**src/rtl/mmt_pkg.sv**
```systemverilog
// shared types, event codes, midi constants and the controller map
// for the mus to midi event transcoder; no dependencies
package mmt_pkg;

    localparam int MaxBytes = 7;
    localparam int CntW = 3;
    localparam int TickW = 28;
    localparam int CountW = 32;

    typedef struct packed {
        logic       action;
        logic [7:0] mus_byte;
    } t_mmt_in;

    typedef struct packed {
        logic [7:0]  midi_byte;
        logic        last;
        logic        end_of_track;
        logic        format_error;
        logic [31:0] track_length;
    } t_mmt_out;

    typedef struct packed {
        logic [MaxBytes-1:0][7:0] bytes;
        logic [CntW-1:0]          cnt;
        logic                     eot;
        logic                     err;
        logic [CountW-1:0]        len;
    } t_mmt_load;

    typedef enum logic [3:0] {
        PH_DESC,
        PH_RELKEY,
        PH_PRESSKEY,
        PH_PRESSVEL,
        PH_PITCH,
        PH_SYSCTL,
        PH_CTLNUM,
        PH_CTLVAL,
        PH_DELAY,
        PH_DONE,
        PH_HALT
    } t_phase;

    localparam logic [2:0] EV_RELEASE   = 3'd0;
    localparam logic [2:0] EV_PRESS     = 3'd1;
    localparam logic [2:0] EV_PITCH     = 3'd2;
    localparam logic [2:0] EV_SYSTEM    = 3'd3;
    localparam logic [2:0] EV_CONTROL   = 3'd4;
    localparam logic [2:0] EV_SCORE_END = 3'd6;

    localparam logic [7:0] ST_NOTE_OFF       = 8'h80;
    localparam logic [7:0] ST_NOTE_ON        = 8'h90;
    localparam logic [7:0] ST_CONTROL_CHANGE = 8'hB0;
    localparam logic [7:0] ST_PROGRAM_CHANGE = 8'hC0;
    localparam logic [7:0] ST_PITCH_BEND     = 8'hE0;
    localparam logic [7:0] MIDI_META         = 8'hFF;
    localparam logic [7:0] MIDI_META_EOT     = 8'h2F;

    localparam logic [3:0] CHAN_PERC_MUS  = 4'd15;
    localparam logic [3:0] CHAN_PERC_MIDI = 4'd9;
    localparam logic [7:0] SYS_FIRST      = 8'd10;
    localparam logic [7:0] SYS_LAST       = 8'd14;
    localparam logic [7:0] CTL_LAST       = 8'd9;
    localparam logic [3:0] CTL_PATCH      = 4'd0;

    localparam logic [TickW-1:0]  TICK_MAX  = '1;
    localparam logic [CountW-1:0] COUNT_MAX = '1;

    function automatic logic [7:0] ctl_map(input logic [3:0] idx);
        logic [7:0] v;
        case (idx)
            4'd0:    v = 8'h00;
            4'd1:    v = 8'h20;
            4'd2:    v = 8'h01;
            4'd3:    v = 8'h07;
            4'd4:    v = 8'h0A;
            4'd5:    v = 8'h0B;
            4'd6:    v = 8'h5B;
            4'd7:    v = 8'h5D;
            4'd8:    v = 8'h40;
            4'd9:    v = 8'h43;
            4'd10:   v = 8'h78;
            4'd11:   v = 8'h7B;
            4'd12:   v = 8'h7E;
            4'd13:   v = 8'h7F;
            4'd14:   v = 8'h79;
            default: v = 8'h00;
        endcase
        return v;
    endfunction

endpackage

```
**src/rtl/mus_to_midi_event_transcoder_unit.sv**
```systemverilog
// mus score to midi track transcoder, top level
// a score byte is registered in mmt_in_stage, then its track bytes in mmt_out_queue
// throughput: one score byte per cycle while no result is queued; a byte that gives
// results holds the queue to its last track byte, one per cycle unless i_out_stall
// reset: synchronous active low, clears parse state, counts, time, velocities to 127
// depends on mmt_pkg, mmt_in_stage, mmt_decoder, mmt_out_queue
module mus_to_midi_event_transcoder_unit (
    input  logic              i_clk,
    input  logic              i_rst_n,
    input  logic              i_in_valid,
    output logic              o_in_stall,
    input  mmt_pkg::t_mmt_in  i_in_req,
    output logic              o_out_valid,
    input  logic              i_out_stall,
    output mmt_pkg::t_mmt_out o_out_res
);
    import mmt_pkg::*;

    logic      item_valid;
    t_mmt_in   item;
    logic      q_free;
    logic      go;
    t_mmt_load load;

    assign go = item_valid && q_free;

    mmt_in_stage u_in (
        .i_clk   (i_clk),
        .i_rst_n (i_rst_n),
        .i_valid (i_in_valid),
        .o_stall (o_in_stall),
        .i_req   (i_in_req),
        .i_take  (go),
        .o_valid (item_valid),
        .o_item  (item)
    );

    mmt_decoder u_dec (
        .i_clk   (i_clk),
        .i_rst_n (i_rst_n),
        .i_go    (go),
        .i_item  (item),
        .o_load  (load)
    );

    mmt_out_queue u_queue (
        .i_clk     (i_clk),
        .i_rst_n   (i_rst_n),
        .i_load_en (go),
        .i_load    (load),
        .o_free    (q_free),
        .o_valid   (o_out_valid),
        .i_stall   (i_out_stall),
        .o_res     (o_out_res)
    );

endmodule

```
**src/rtl/mmt_in_stage.sv**
```systemverilog
// input register for score byte requests
// depends on mmt_pkg
module mmt_in_stage (
    input  logic             i_clk,
    input  logic             i_rst_n,
    input  logic             i_valid,
    output logic             o_stall,
    input  mmt_pkg::t_mmt_in i_req,
    input  logic             i_take,
    output logic             o_valid,
    output mmt_pkg::t_mmt_in o_item
);
    import mmt_pkg::*;

    logic    r_valid, n_valid;
    t_mmt_in r_item;
    logic    accept;

    assign o_stall = r_valid && !i_take;
    assign accept  = i_valid && !o_stall;
    assign o_valid = r_valid;
    assign o_item  = r_item;

    always_comb begin
        n_valid = r_valid;
        if (accept) begin
            n_valid = 1'b1;
        end else if (i_take) begin
            n_valid = 1'b0;
        end
    end

    always_ff @(posedge i_clk) begin
        if (!i_rst_n) begin
            r_valid <= 1'b0;
        end else begin
            r_valid <= n_valid;
        end
    end

    always_ff @(posedge i_clk) begin
        if (accept) begin
            r_item <= i_req;
        end
    end

endmodule

```
**src/rtl/mmt_decoder.sv**
```systemverilog
// mus event parser: parse state, channel velocities, queued time and byte count,
// builds the list of track bytes for one score byte; depends on mmt_pkg
module mmt_decoder (
    input  logic               i_clk,
    input  logic               i_rst_n,
    input  logic               i_go,
    input  mmt_pkg::t_mmt_in   i_item,
    output mmt_pkg::t_mmt_load o_load
);
    import mmt_pkg::*;

    t_phase            r_phase, n_phase;
    logic [3:0]        r_chan, n_chan;
    logic [7:0]        r_key, n_key;
    logic [3:0]        r_ctl, n_ctl;
    logic              r_group, n_group;
    logic [TickW-1:0]  r_dacc, n_dacc;
    logic [TickW-1:0]  r_pend, n_pend;
    logic [6:0]        r_vel [16];
    logic              vel_we;
    logic [CountW-1:0] r_count, n_count;

    logic [7:0]        b;
    logic              restart;
    logic [2:0]        ev;
    logic [3:0]        sw_ch;
    t_phase            ph_done;
    logic [TickW-1:0]  acc_next;
    logic [TickW:0]    pend_sum;
    logic [TickW-1:0]  pend_sat;
    logic [6:0]        grp [4];
    logic [2:0]        tn;
    logic              has_msg, err, eot;
    logic [1:0]        mlen;
    logic [7:0]        m [3];
    logic [CntW-1:0]   cnt;
    logic [CountW:0]   count_sum;
    logic [CountW-1:0] count_sat;

    assign b       = i_item.mus_byte;
    assign restart = i_item.action;
    assign ev      = b[6:4];
    assign sw_ch   = (b[3:0] == CHAN_PERC_MUS)  ? CHAN_PERC_MIDI :
                     (b[3:0] == CHAN_PERC_MIDI) ? CHAN_PERC_MUS  : b[3:0];
    assign ph_done = r_group ? PH_DELAY : PH_DESC;

    assign acc_next  = (r_dacc[TickW-1:TickW-7] != 7'd0) ? TICK_MAX
                                                         : {r_dacc[TickW-8:0], b[6:0]};
    assign pend_sum  = {1'b0, r_pend} + {1'b0, acc_next};
    assign pend_sat  = pend_sum[TickW] ? TICK_MAX : pend_sum[TickW-1:0];

    assign grp[0] = r_pend[6:0];
    assign grp[1] = r_pend[13:7];
    assign grp[2] = r_pend[20:14];
    assign grp[3] = r_pend[27:21];
    assign tn = (grp[3] != 7'd0) ? 3'd4 :
                (grp[2] != 7'd0) ? 3'd3 :
                (grp[1] != 7'd0) ? 3'd2 : 3'd1;

    // message bytes and error flag for this score byte
    always_comb begin
        has_msg = 1'b0;
        err     = 1'b0;
        eot     = 1'b0;
        mlen    = 2'd3;
        m[0]    = 8'h00;
        m[1]    = 8'h00;
        m[2]    = 8'h00;
        if (i_go && !restart) begin
            case (r_phase)
                PH_DESC: begin
                    case (ev)
                        EV_RELEASE, EV_PRESS, EV_PITCH, EV_SYSTEM, EV_CONTROL: begin
                        end
                        EV_SCORE_END: begin
                            has_msg = 1'b1;
                            eot     = 1'b1;
                            m[0]    = MIDI_META;
                            m[1]    = MIDI_META_EOT;
                        end
                        default: err = 1'b1;
                    endcase
                end
                PH_RELKEY: begin
                    has_msg = 1'b1;
                    m[0]    = ST_NOTE_OFF | {4'h0, r_chan};
                    m[1]    = {1'b0, b[6:0]};
                end
                PH_PRESSKEY: begin
                    if (!b[7]) begin
                        has_msg = 1'b1;
                        m[0]    = ST_NOTE_ON | {4'h0, r_chan};
                        m[1]    = {1'b0, b[6:0]};
                        m[2]    = {1'b0, r_vel[r_chan]};
                    end
                end
                PH_PRESSVEL: begin
                    has_msg = 1'b1;
                    m[0]    = ST_NOTE_ON | {4'h0, r_chan};
                    m[1]    = {1'b0, r_key[6:0]};
                    m[2]    = {1'b0, b[6:0]};
                end
                PH_PITCH: begin
                    has_msg = 1'b1;
                    m[0]    = ST_PITCH_BEND | {4'h0, r_chan};
                    m[1]    = {1'b0, b[0], 6'd0};
                    m[2]    = {1'b0, b[7:1]};
                end
                PH_SYSCTL: begin
                    if (b < SYS_FIRST || b > SYS_LAST) begin
                        err = 1'b1;
                    end else begin
                        has_msg = 1'b1;
                        m[0]    = ST_CONTROL_CHANGE | {4'h0, r_chan};
                        m[1]    = ctl_map(b[3:0]);
                    end
                end
                PH_CTLNUM: begin
                    err = (b > CTL_LAST);
                end
                PH_CTLVAL: begin
                    has_msg = 1'b1;
                    if (r_ctl == CTL_PATCH) begin
                        mlen = 2'd2;
                        m[0] = ST_PROGRAM_CHANGE | {4'h0, r_chan};
                        m[1] = {1'b0, b[6:0]};
                    end else begin
                        m[0] = ST_CONTROL_CHANGE | {4'h0, r_chan};
                        m[1] = ctl_map(r_ctl);
                        m[2] = b[7] ? 8'h7F : b;
                    end
                end
                default: begin
                end
            endcase
        end
    end

    assign cnt       = has_msg ? CntW'(tn + {1'b0, mlen}) : (err ? CntW'(1) : '0);
    assign count_sum = {1'b0, r_count} + {{(CountW+1-CntW){1'b0}}, cnt};
    assign count_sat = count_sum[CountW] ? COUNT_MAX : count_sum[CountW-1:0];

    // phase sequencing
    always_comb begin
        n_phase = r_phase;
        if (i_go) begin
            if (restart) begin
                n_phase = PH_DESC;
            end else begin
                case (r_phase)
                    PH_DESC: begin
                        case (ev)
                            EV_RELEASE:   n_phase = PH_RELKEY;
                            EV_PRESS:     n_phase = PH_PRESSKEY;
                            EV_PITCH:     n_phase = PH_PITCH;
                            EV_SYSTEM:    n_phase = PH_SYSCTL;
                            EV_CONTROL:   n_phase = PH_CTLNUM;
                            EV_SCORE_END: n_phase = PH_DONE;
                            default:      n_phase = PH_HALT;
                        endcase
                    end
                    PH_RELKEY:   n_phase = ph_done;
                    PH_PRESSKEY: n_phase = b[7] ? PH_PRESSVEL : ph_done;
                    PH_PRESSVEL: n_phase = ph_done;
                    PH_PITCH:    n_phase = ph_done;
                    PH_SYSCTL:   n_phase = (b < SYS_FIRST || b > SYS_LAST) ? PH_HALT : ph_done;
                    PH_CTLNUM:   n_phase = (b > CTL_LAST) ? PH_HALT : PH_CTLVAL;
                    PH_CTLVAL:   n_phase = ph_done;
                    PH_DELAY:    n_phase = b[7] ? PH_DELAY : PH_DESC;
                    default:     n_phase = r_phase;
                endcase
            end
        end
    end

    // parse data, queued time and count
    always_comb begin
        n_chan  = r_chan;
        n_key   = r_key;
        n_ctl   = r_ctl;
        n_group = r_group;
        n_dacc  = r_dacc;
        n_pend  = r_pend;
        n_count = r_count;
        vel_we  = 1'b0;
        if (i_go) begin
            if (restart) begin
                n_chan  = '0;
                n_key   = '0;
                n_ctl   = '0;
                n_group = 1'b0;
                n_dacc  = '0;
                n_pend  = '0;
                n_count = '0;
            end else begin
                if (has_msg) begin
                    n_pend  = '0;
                    n_count = count_sat;
                end
                case (r_phase)
                    PH_DESC: begin
                        n_chan  = sw_ch;
                        n_group = b[7];
                    end
                    PH_PRESSKEY: n_key = b;
                    PH_PRESSVEL: vel_we = 1'b1;
                    PH_CTLNUM: begin
                        if (!err) begin
                            n_ctl = b[3:0];
                        end
                    end
                    PH_DELAY: begin
                        n_dacc = acc_next;
                        if (!b[7]) begin
                            n_pend = pend_sat;
                            n_dacc = '0;
                        end
                    end
                    default: begin
                    end
                endcase
            end
        end
    end

    // byte list: delta time groups high first, then the message
    always_comb begin
        logic [2:0] gi;
        logic [2:0] mi;
        o_load.bytes = '0;
        for (int k = 0; k < MaxBytes; k++) begin
            gi = 3'(tn - 3'(k) - 3'd1);
            mi = 3'(3'(k) - tn);
            if (has_msg) begin
                if (3'(k) < tn) begin
                    o_load.bytes[k] = {(3'(k) != 3'(tn - 3'd1)), grp[gi[1:0]]};
                end else if (mi < 3'd3) begin
                    o_load.bytes[k] = m[mi[1:0]];
                end
            end
        end
        o_load.cnt = cnt;
        o_load.eot = eot;
        o_load.err = err;
        o_load.len = count_sat;
    end

    always_ff @(posedge i_clk) begin
        if (!i_rst_n) begin
            r_phase <= PH_DESC;
            r_chan  <= '0;
            r_key   <= '0;
            r_ctl   <= '0;
            r_group <= 1'b0;
            r_dacc  <= '0;
            r_pend  <= '0;
            r_count <= '0;
            for (int i = 0; i < 16; i++) begin
                r_vel[i] <= 7'h7F;
            end
        end else begin
            r_phase <= n_phase;
            r_chan  <= n_chan;
            r_key   <= n_key;
            r_ctl   <= n_ctl;
            r_group <= n_group;
            r_dacc  <= n_dacc;
            r_pend  <= n_pend;
            r_count <= n_count;
            if (vel_we) begin
                r_vel[r_chan] <= b[6:0];
            end
        end
    end

    a_phase_holds: assert property (@(posedge i_clk) disable iff (!i_rst_n)
        !i_go |=> $stable(r_phase))
        else $error("parse phase moved without a request");

    a_err_single: assert property (@(posedge i_clk) disable iff (!i_rst_n)
        o_load.err |-> (o_load.cnt == CntW'(1)) && !o_load.eot)
        else $error("format error not a lone result");

    a_halt_sticky: assert property (@(posedge i_clk) disable iff (!i_rst_n)
        (r_phase == PH_HALT) && i_go && !i_item.action |=> (r_phase == PH_HALT))
        else $error("left halt without restart");

    a_eot_len: assert property (@(posedge i_clk) disable iff (!i_rst_n)
        o_load.eot |-> (o_load.cnt >= CntW'(4)))
        else $error("end of track without delta time and marker");

endmodule

```
**src/rtl/mmt_out_queue.sv**
```systemverilog
// result byte queue: holds the bytes of one request and shifts them out
// depends on mmt_pkg
module mmt_out_queue (
    input  logic               i_clk,
    input  logic               i_rst_n,
    input  logic               i_load_en,
    input  mmt_pkg::t_mmt_load i_load,
    output logic               o_free,
    output logic               o_valid,
    input  logic               i_stall,
    output mmt_pkg::t_mmt_out  o_res
);
    import mmt_pkg::*;

    logic [MaxBytes-1:0][7:0] r_bytes, n_bytes;
    logic [CntW-1:0]          r_cnt, n_cnt;
    logic                     r_eot, n_eot;
    logic                     r_err, n_err;
    logic [CountW-1:0]        r_len, n_len;
    logic                     take;
    logic                     is_last;

    assign o_valid = (r_cnt != '0);
    assign take    = o_valid && !i_stall;
    assign is_last = (r_cnt == CntW'(1));
    assign o_free  = (r_cnt == '0) || (is_last && !i_stall);

    assign o_res.midi_byte    = r_bytes[0];
    assign o_res.last         = is_last;
    assign o_res.end_of_track = r_eot && is_last;
    assign o_res.format_error = r_err;
    assign o_res.track_length = (r_eot && is_last) ? r_len : '0;

    always_comb begin
        n_bytes = r_bytes;
        n_cnt   = r_cnt;
        n_eot   = r_eot;
        n_err   = r_err;
        n_len   = r_len;
        if (i_load_en) begin
            n_bytes = i_load.bytes;
            n_cnt   = i_load.cnt;
            n_eot   = i_load.eot;
            n_err   = i_load.err;
            n_len   = i_load.len;
        end else if (take) begin
            n_bytes = {8'h00, r_bytes[MaxBytes-1:1]};
            n_cnt   = r_cnt - CntW'(1);
        end
    end

    always_ff @(posedge i_clk) begin
        if (!i_rst_n) begin
            r_cnt <= '0;
        end else begin
            r_cnt <= n_cnt;
        end
    end

    always_ff @(posedge i_clk) begin
        r_bytes <= n_bytes;
        r_eot   <= n_eot;
        r_err   <= n_err;
        r_len   <= n_len;
    end

endmodule
```
**config.mk**
```make
export PLATFORM = sky130hd
export DESIGN_NAME = mus_to_midi_event_transcoder_unit
export DESIGN_NICKNAME = d
export VERILOG_FILES = /design/src/rtl/mmt_pkg.sv /design/src/rtl/mus_to_midi_event_transcoder_unit.sv /design/src/rtl/mmt_in_stage.sv /design/src/rtl/mmt_decoder.sv /design/src/rtl/mmt_out_queue.sv
export SDC_FILE = /design/constraint.sdc
export NUM_CORES = 1
export LEC_CHECK = 0
export ABC_AREA = 1
export BUFFER_PORTS_ARGS = -buffer_cell sky130_fd_sc_hd__buf_2
export CORE_AREA = 5 5 262 264
export DETAILED_ROUTE_END_ITERATION = 8
export DIE_AREA = 0 0 267 269
export PLACE_DENSITY = 0.53
export REMOVE_ABC_BUFFERS = 1
export SYNTH_ARGS = -nofsm -noshare
export SYNTH_HDL_FRONTEND = slang
export SYNTH_SLANG_ARGS = --single-unit
```
**constraint.sdc**
```tcl
create_clock -name i_clk -period 6.4 [get_ports i_clk]
set_input_delay 0.96 -clock i_clk [delete_from_list [all_inputs] [get_ports i_clk]]
set_output_delay 0.96 -clock i_clk [all_outputs]
set_load 0.05 [all_outputs]
```
==> results of run 1 <==
==> layout make-up <==
class	instances	area, µm²	share of cell area [%]
tap	873	1092	4.993
multi-input combinational	1879	9107	41.63
clock inverter	17	176.4	0.8065
clock buffer	57	1187	5.428
timing repair buffer	84	488.0	2.231
inverter	235	883.3	4.038
sequential	341	8940	40.87
==> report_power, final <==
group	internal, mW	total (mW)	switching, mW
Combinational	0.389	1.68	1.29
Sequential	2.75	2.88	0.133
Clock	1.36	2.36	1.01
Total	4.49	6.92	2.43
==> metrics by stage <==
stage                     TNS (ps)  cell area (µm²)  setup WS (ps)  total power [mW]
after global routing             0            21870           1281             7.263
after global placement           0            20510           1635             4.607
final                            0            21870           1661             6.924
after CTS                        0            21870           1722             6.988
after detailed placement         0            20510           1537             4.611
after floorplan             -29160            18890         -586.2             4.013
==> cells in the mapped netlist (2+ instances only) <==
cell,instances,area share [%]
a31oi_1,6,0.19
o21bai_1,2,0.077
a21oi_1,201,5.2
xor2_1,22,0.99
o211ai_1,21,0.81
a22oi_1,11,0.42
buf_1,7,0.13
buf_2,39,1.0
nor2_1,224,4.3
nor2_4,5,0.29
nand4_1,29,0.93
or2_2,37,1.2
o2111ai_1,2,0.090
xnor2_1,8,0.36
nand3b_1,8,0.31
nor3_2,3,0.15
nor2_2,12,0.38
o21ai_0,161,4.1
nand2_1,766,15
inv_1,222,4.3
o21ai_1,15,0.38
ha_1,49,3.1
o211ai_2,3,0.19
a21boi_0,2,0.077
edfxtp_1,211,32
o22ai_1,2,0.064
buf_4,16,0.62
nand2_2,8,0.26
nor3_1,22,0.56
clkinv_1,3,0.058
inv_2,10,0.19
dfxtp_1,130,13
clkbuf_1,64,1.2
o21ai_2,3,0.13
fa_1,2,0.21
nor4_1,8,0.26
nand3_1,231,5.9
a211oi_1,2,0.077
buf_6,3,0.17
==> final timing paths <==
check,startpoint,end,slack (ps),cells after the start
worst max register to register,u_dec.r_pend[23],u_dec.r_count[1],1660,17
worst min-delay path,u_dec.r_key[3],u_dec.r_key[3],460,2
worst max-delay path,u_dec.r_pend[23],u_dec.r_count[1],1660,17
worst min register to register,u_dec.r_key[3],u_dec.r_key[3],460,2
==> kinds of logic after synthesis <==
kind of cell | after synthesis | share of synthesized area, %
xor+xnor | 30 | 1.347
buf+inv | 364 | 7.677
fa+ha+maj | 51 | 3.348
compound gates | 440 | 12.22
simple gates | 1358 | 29.59
flops | 341 | 45.82
==> flip-flops by register name, indices dropped and copies added (netlist names), 3 cells and up, named ones only <==
signal,flops
u_dec.r_chan,4
u_dec.r_count,32
u_dec.r_ctl,4
u_dec.r_dacc,28
u_dec.r_key,7
u_dec.r_pend,28
u_dec.r_phase,4
u_dec.r_vel,112
u_in.o_item,9
u_queue.o_res,8
u_queue.r_bytes,48
u_queue.r_cnt,3
u_queue.r_len,32
==> per-layer routing <==
metal  part of all wire, %  wire length (µm)  up-vias  global-route usage [%]
met1                    47             27910     8068                   22.75
met5                     0                 0        -                       0
li1                      -                 -     8563                       -
met4                   2.6              1562        0                   4.554
met2                    45             27120      482                   26.75
met3                   5.7              3406       88                   2.783
==> worst max-delay path, cell delays in order (launching register included) <==
cell and delay [ps]:
dfxtp_1 370, inv_1 90, nand3_1 90, nor2_2 640, nand2_2 470, ha_1 440
nor2_1 100, fa_1 460, a21oi_1 220, nor2_1 110, nand2_1 140, nor2_1 90
nand2_1 440, buf_4 330, inv_1 110, or2_2 300, nand2_1 60, a21oi_1 70
==> impl_metrics.csv, run 1 <==
group,metric,value,unit
die,die_h,269,µm
sta,hold_viol,0,
worst_setup_path,path_max_fanout,19,
logic_synthesis,synthArstFlopShare,0,%
die,fp.dieW,267,µm
sta,slew_violations,0,
clocking,cts_setup_buffers,0,
clocking,clkSinkCount,341,
status,status,"finished, final reports clean",
cells_and_area,layout-drive-gt1-share,9.261,%
sta,worst_hold_slack,459.4,ps
sta,rsz0062_at_grt,"false",
worst_setup_path,worstPathArrival,5160,ps
sta,max_freq,211.0,MHz
die,dieArea,71820,µm²
sta,finalCritPeriodShare,74.05,%
die,io_pins,58,
worst_setup_path,cp-start-kind,"flip-flop",
logic_synthesis,synth_flop_cell,"edfxtp_1",
route,detail_route.iter0.violations,1543,
cells_and_area,area_growth,12.13,%
global_route,grt_max_degree,76,
clocking,clockBufferDepth,3,
logic_synthesis,synth_edf_count,211,
global_route,grt_overflow,0,
clocking,clk_latency,600,ps
placement,place_inst,3412,
logic_synthesis,ys_ff_latch,341,
clocking,postCtsHoldBufs,0,
cells_and_area,filler_cell_count,7080,
route,vias_per_cell,4.934,
logic_synthesis,syn_area_per_cell,7.550,µm²
sta,tightest_slew,1154,ps
logic_synthesis,synth_cells,2584,
flow_run,cap_violations,0,
global_route,grt_pass1_vias,16610,
clocking,clkTransAtPathRegs,70,ps
cells_and_area,stdcell_count,3486,
power,ir_worst_vdd,0.1687,mV
cells_and_area,fin_nets,2645,
route,antenna_left,0,
clocking,cts_tree,"yes",
die,start_util,29.41,%
cells_and_area,utilization,32.98,%
die,coreArea,66330,µm²
route,drt-wirelength-per-cell,17.21,µm
logic_synthesis,seq_area_frac_synth,45.82,%
global_route,grt_use_total,16.44,%
sta,clock-skew-final,44.28,ps
logic_synthesis,yosys_warnings,0,
route,drc_errors,0,
logic_synthesis,synth_area,19510,µm²
sta,slew_headroom,22.25,%
cells_and_area,antenna_cells,0,
placement,io_buffers,57,
clocking,cts_made_buffers,40,
power,p_leak,8.408,nW
cells_and_area,final_common_cell,"nand2_1",
min_path,min_path_type,"reg2reg",
clocking,cts_root_buf,"clkbuf_16",
power,powerDensity,316.5,nW/µm²
route,wirelength,60000,µm
global_route,grt_first_pass_wirelength,94830,µm
route,vias,17200,
worst_setup_path,endpoint_kind,"flip-flop",
placement,gp_congestion,0.9411,
placement,dp_hpwl,41850,µm
sta,min_period,4739,ps
clocking,cts_resized,0,
global_route,antenna_found_initial,0,
cells_and_area,final_cell_mix,"764 x nand2_1, 231 x nand3_1, 222 x nor2_1, 220 x inv_1, 211 x edfxtp_1",
worst_setup_path,path_class,"reg2reg",
sta,setup_viol,0,
logic_synthesis,synth_cell_types,53,
worst_setup_path,cp.required,6820,ps
clocking,htreeDepth,2,
route,dr.pass1.iters,5,
die,num_rows,95,
Power figures use the tool's default switching activity.
==> run 2: changes to the inputs <==
Settings changed: PLACE_DENSITY 0.53 to 0.55.
Clock period 6.4 ns to 3.89 ns, I/O delays scaled along.
==> run 2 against run 1 <==
Effect of this change:
- global-route usage about the same
- largest power group unchanged
- design area grew 2.0%
- worst hold slack got worse by 300 ps
- clock skew down 4.9 ps
- critical endpoint is now u_queue.r_len[7]
- worst setup slack lost 1400 ps
- combinational power increased by 68%
- critical path depth stayed put
- clock-buffer cell count increased by 5
- register-to-register slack got worse by 1400 ps
==> impl_metrics.csv, run 2 (synthesis results as in run 1) <==
group,metric,value,unit
status,status,"finished, final reports clean",
worst_setup_path,path_class,"reg2reg",
cells_and_area,fin_nets,2699,
sta,finalCritPeriodShare,92.44,%
placement,io_buffers,57,
worst_setup_path,worstPathArrival,3910,ps
power,ir_worst_vdd,0.3042,mV
worst_setup_path,reg2reg_depth,17,
flow_run,cap_violations,0,
sta,min_period,3596,ps
power,p_leak,8.673,nW
die,start_util,29.41,%
worst_setup_path,cp.required,4210,ps
route,drc_errors,0,
worst_setup_path,endpoint_kind,"flip-flop",
global_route,grt_use_total,16.43,%
placement,placed_cell_area,20930,µm²
worst_setup_path,r2r_start,"u_in.o_item[2]",
die,fp.dieW,267,µm
die,num_rows,95,
cells_and_area,reg_top3,"u_dec.r_vel (112), u_queue.r_bytes (48)",
worst_setup_path,cp_slowest_cell,"o21ai_0",
clocking,clk_latency,600,ps
route,dr.pass1.iters,7,
min_path,hp-start,"i_in_req[8]",
global_route,antenna_found_initial,3,
die,coreArea,66330,µm²
worst_setup_path,cp-start-kind,"flip-flop",
clocking,clockBufferDepth,3,
worst_setup_path,critPathBufInv,2,
route,vias,17410,
sta,hold_viol,0,
sta,tightest_slew,922.8,ps
sta,max_freq,278.1,MHz
cells_and_area,stdcell_count,3542,
worst_setup_path,crit_top_cell,"nand2_1",
power,intPower,7.489,mW
min_path,hold_path_end,"u_in.o_item[8]",
cells_and_area,area_growth,14.39,%
sta,slew_violations,0,
placement,pre_cts_ws,216.5,ps
sta,setup_viol,0,
die,io_pins,58,
route,detail_route.iter0.violations,1426,
cells_and_area,layout-drive-gt1-share,10.94,%
clocking,clkTransAtPathRegs,60,ps
worst_setup_path,path_max_fanout,5,
global_route,grt_first_pass_wirelength,94280,µm
route,drt-wirelength-per-cell,17.16,µm
power,p_clk_share,33.9,%
min_path,hold_path_depth,1,
sta,slew_headroom,38.41,%
die,dieArea,71820,µm²
placement,dp_hpwl,42800,µm
power,switching_share,34.88,%
power,p_comb_share,24.6,%
die,die_h,269,µm
cells_and_area,final_cell_mix,"764 x nand2_1, 231 x nand3_1, 221 x inv_1, 220 x nor2_1, 211 x edfxtp_1",
global_route,grt_pass1_vias,16610,
cells_and_area,largest_reg_flops,112,
placement,gp_congestion,0.9032,
global_route,grt_overflow,0,
route,antenna_left,0,
placement,place_inst,3465,
clocking,htreeDepth,2,
power,powerDensity,515.3,nW/µm²
sta,clock-skew-final,39.40,ps
power,seq_power_share,41.5,%
route,wirelength,60790,µm
cells_and_area,final_cell_area,22320,µm²
cells_and_area,final_common_cell,"nand2_1",
worst_setup_path,critical_path.cell_chain,"o21ai_0 > nor2_1 > nand3_2 > nand3b_4 > nand2_2 > inv_2 > nand2_1 > nand2_1 > ha_1 > fa_1 > a21oi_1 > nor2_2 > nand2_1 > nor2_1 > nand2_1 > inv_1 > or2_2",
min_path,min_path_type,"in2reg",
clocking,clkSinkCount,341,
worst_setup_path,r2r_end,"u_queue.r_len[7]",
worst_setup_path,crit_family,"simple AND/OR/NAND/NOR gates",
worst_setup_path,slowest_delay,520,ps
sta,fin_ws,294.0,ps
clocking,cts_root_buf,"clkbuf_16",
clocking,cts_tree,"yes",
route,vias_per_cell,4.915,
sta,rsz0062_at_grt,"false",
cells_and_area,largest-register,"u_dec.r_vel",
global_route,grt_max_degree,79,
clocking,cts_made_buffers,41,
power,power.switching,4.011,mW
worst_setup_path,r2r_slack,290,ps
## run 2: timing repair
| item | CTS | global route |
|---|---|---|
| gates resized for setup | 0 | 3 |
| hold buffers | 0 | 0 |
| endpoints found under the setup margin | 0 | 29 |
| setup buffers | 0 | 0 |
## run 2: final cells by class
cell class,count,area (µm²)
Fill cell,7044,44010
Multi-Input combinational cell,1879,9107
Sequential cell,341,8940
Clock buffer,62,1175
Tap cell,873,1092
Timing Repair Buffer,137,914.6
Inverter,235,883.3
Clock inverter,14,200.2
Antenna cell,1,2.502
## run 2: per-layer routing
layer / wire length, µm / vias to the layer above / track usage, % / part of all wire, %
met4: 1655 / 4 / 4.748 / 2.7
met3: 3845 / 112 / 2.810 / 6.3
met2: 27220 / 540 / 26.11 / 45
met5: 24 / - / 0 / 0.039
met1: 28050 / 8072 / 23.14 / 46
li1: - / 8680 / - / -
## run 2: worst max-delay path by stage
stage,startpoint,to,slack [ps],depth (start not counted)
detailed placement,i_out_stall,u_dec.r_count[17],220,19
floorplan,u_queue.r_cnt[0],u_dec.r_count[0],-3050,21
global route,u_queue.r_cnt[1],u_dec.r_count[21],10,24
CTS,u_queue.r_cnt[1],u_dec.r_count[21],330,21
finish,u_in.o_item[2],u_queue.r_len[7],290,17
global placement,i_out_stall,u_dec.r_count[18],310,19
## run 2: metrics by stage
stage          hold slack [ps]  utilization, %  total power [mW]  TNS, ps
2_1_floorplan            423.9               -             6.602  -584130
3_3_place_gp             449.6           31.55             7.674        0
3_5_place_dp             453.4           31.55             7.679        0
4_1_cts                  119.5           33.63             11.61        0
5_1_grt                  138.4           33.64             12.07        0
6_report                 162.7           33.64             11.50        0
## run 2: power groups by stage
stage | Sequential, mW | Combinational [mW] | Clock, mW
detailed placement | 4.85 | 2.83 | 0
global placement | 4.84 | 2.84 | 0
global route | 4.82 | 3.11 | 4.14
finish | 4.77 | 2.83 | 3.90
floorplan | 4.97 | 1.63 | 0
CTS | 4.77 | 2.84 | 4.00
==> run 3: changes to the inputs <==
Settings changed: REMOVE_ABC_BUFFERS 1 to not set.
==> run 3 against run 2 <==
Effect of this change:
- global-route usage up 0.12 points
- largest power group unchanged
- highest routed layer unchanged
- design area is 0.15% higher
- critical path depth grew 4
==> impl_metrics.csv, run 3 (synthesis results as in run 1) <==
group,metric,value,unit
worst_setup_path,endpoint_kind,"flip-flop",
cells_and_area,largest-register,"u_dec.r_vel",
route,detail_route.iter0.violations,1239,
die,fp.dieW,267,µm
die,io_pins,58,
placement,dp_hpwl,42640,µm
cells_and_area,layout-drive-gt1-share,11.18,%
cells_and_area,utilization,33.70,%
cells_and_area,fin_nets,2699,
clocking,cts_tree,"yes",
worst_setup_path,crit_top_cell,"nand2_1",
worst_setup_path,cp_slowest_cell,"fa_1",
status,status,"finished, final reports clean",
min_path,hold_path_depth,1,
logic_synthesis,synth_fp_nets,2648,
worst_setup_path,cp-start-kind,"flip-flop",
min_path,min_path_type,"in2reg",
global_route,grt_pass1_vias,16690,
worst_setup_path,path_class,"reg2reg",
sta,slew_headroom,35.21,%
power,power,11.50,mW
clocking,cts_made_buffers,41,
placement,gp_congestion,0.9327,
route,dr.pass1.iters,5,
sta,max_freq,283.4,MHz
clocking,clk_latency,600,ps
cells_and_area,antenna_cells,0,
cells_and_area,final_cell_mix,"762 x nand2_1, 230 x nand3_1, 221 x inv_1, 220 x nor2_1, 211 x edfxtp_1",
clocking,clkSinkCount,341,
global_route,grt_first_pass_wirelength,94740,µm
clocking,clockBufferDepth,3,
sta,slew_violations,0,
flow_run,cap_violations,0,
route,antenna_left,0,
worst_setup_path,critical_path.cell_chain,"inv_1 > ha_1 > nand2_1 > o21ai_2 > nand2_2 > nor2_4 > nand3_1 > ha_1 > nand2_1 > nand2_1 > ha_1 > fa_1 > a21oi_2 > nor2_2 > nand2_1 > nor2_1 > nand2_1 > inv_1 > or2_2 > nand2_1 > a21oi_1",
cells_and_area,final_common_cell,"nand2_1",
placement,place_inst,3465,
cells_and_area,area_growth,14.56,%
cells_and_area,largest_reg_flops,112,
global_route,grt_use_total,16.55,%
worst_setup_path,worstPathArrival,3980,ps
power,powerDensity,514.4,nW/µm²
clocking,cts_setup_buffers,0,
die,die_h,269,µm
sta,finalCritPeriodShare,90.71,%
sta,setup_viol,0,
power,switching_share,34.62,%
clocking,postCtsHoldBufs,0,
power,intPower,7.517,mW
power,p_comb_share,24.6,%
cells_and_area,filler_cell_count,7043,
route,vias_per_cell,4.917,
route,drt-wirelength-per-cell,17.01,µm
global_route,grt_overflow,0,
global_route,grt_max_degree,82,
route,vias,17400,
worst_setup_path,path_max_fanout,5,
sta,min_period,3529,ps
power,power.switching,3.980,mW
sta,tightest_slew,971.8,ps
worst_setup_path,slowest_delay,420,ps
power,p_leak,8.685,nW
clocking,htreeDepth,2,
sta,hold_viol,0,
clocking,cts_root_buf,"clkbuf_16",
power,ir_worst_vdd,0.2927,mV
worst_setup_path,reg2reg_depth,21,
cells_and_area,reg_top3,"u_dec.r_vel (112), u_queue.r_bytes (48)",
die,start_util,29.41,%
route,drc_errors,0,
global_route,antenna_found_initial,1,
power,p_clk_share,34.0,%
clocking,clkTransAtPathRegs,60,ps
die,coreArea,66330,µm²
placement,placed_cell_area,20920,µm²
route,wirelength,60210,µm
die,num_rows,95,
placement,pre_cts_ws,124.0,ps
sta,fin_ws,361.3,ps
die,dieArea,71820,µm²
placement,io_buffers,57,
sta,clock-skew-final,36.30,ps
sta,fin_tns_setup,0,ps
cells_and_area,stdcell_count,3539,
worst_setup_path,cp.required,4340,ps
power,seq_power_share,41.4,%
cells_and_area,final_cell_area,22350,µm²
sta,worst_hold_slack,167.8,ps
## run 3: cell count changes in the layout (fill, tap and decap cells not counted), moves of 2 or more
cell,change
bufinv_16,+2
clkbuf_1,-3
clkbuf_8,-6
clkinv_2,+6
nand2_1,-2
## run 3: worst paths after layout
kind                    start               end  slack, ps
min               i_in_req[6]    u_in.o_item[6]        170
max reg2reg  u_queue.r_cnt[1]  u_dec.r_count[1]        360
min reg2reg   u_dec.r_dacc[2]   u_dec.r_dacc[2]        460
max          u_queue.r_cnt[1]  u_dec.r_count[1]        360
## run 3: timing repair
action	4_1_cts	5_1_grt
setup endpoints to repair	0	54
resized for setup	0	12
endpoints found under the hold margin	0	0
## run 3: routing by layer
metal | vias to the layer above | GRT usage, % | routed length (µm)
li1 | 8682 | - | -
met1 | 8123 | 22.74 | 27720
met2 | 484 | 26.61 | 26970
met3 | 112 | 2.491 | 3487
met4 | 2 | 6.077 | 2024
met5 | - | 0 | 11
## run 3: critical path, delay by kind of cell (launching register included)
kind / cells / cell delay (ps)
and+or+nand+nor: 12 / 1370
adders and majority gates: 4 / 1100
AOI/OAI and AO/OA: 3 / 410
DFF: 1 / 320
buffers and inverters: 2 / 200
## run 3: layout make-up
class,count,area (µm²),area share (%)
multi-input combinational,1879,9143,40.91
sequential,341,8940,40.00
clock buffer,54,1106,4.949
tap,873,1092,4.887
timing repair buffer,137,909.6,4.070
inverter,235,883.3,3.953
clock inverter,20,275.3,1.232
## run 3: power groups by stage
stage	registers [mW]	logic (mW)	clock network [mW]
CTS	4.75	2.83	4.02
global route	4.81	3.12	4.17
detailed placement	4.83	2.82	0
floorplan	4.73	2.05	0
finish	4.76	2.83	3.91
global placement	4.83	2.83	0
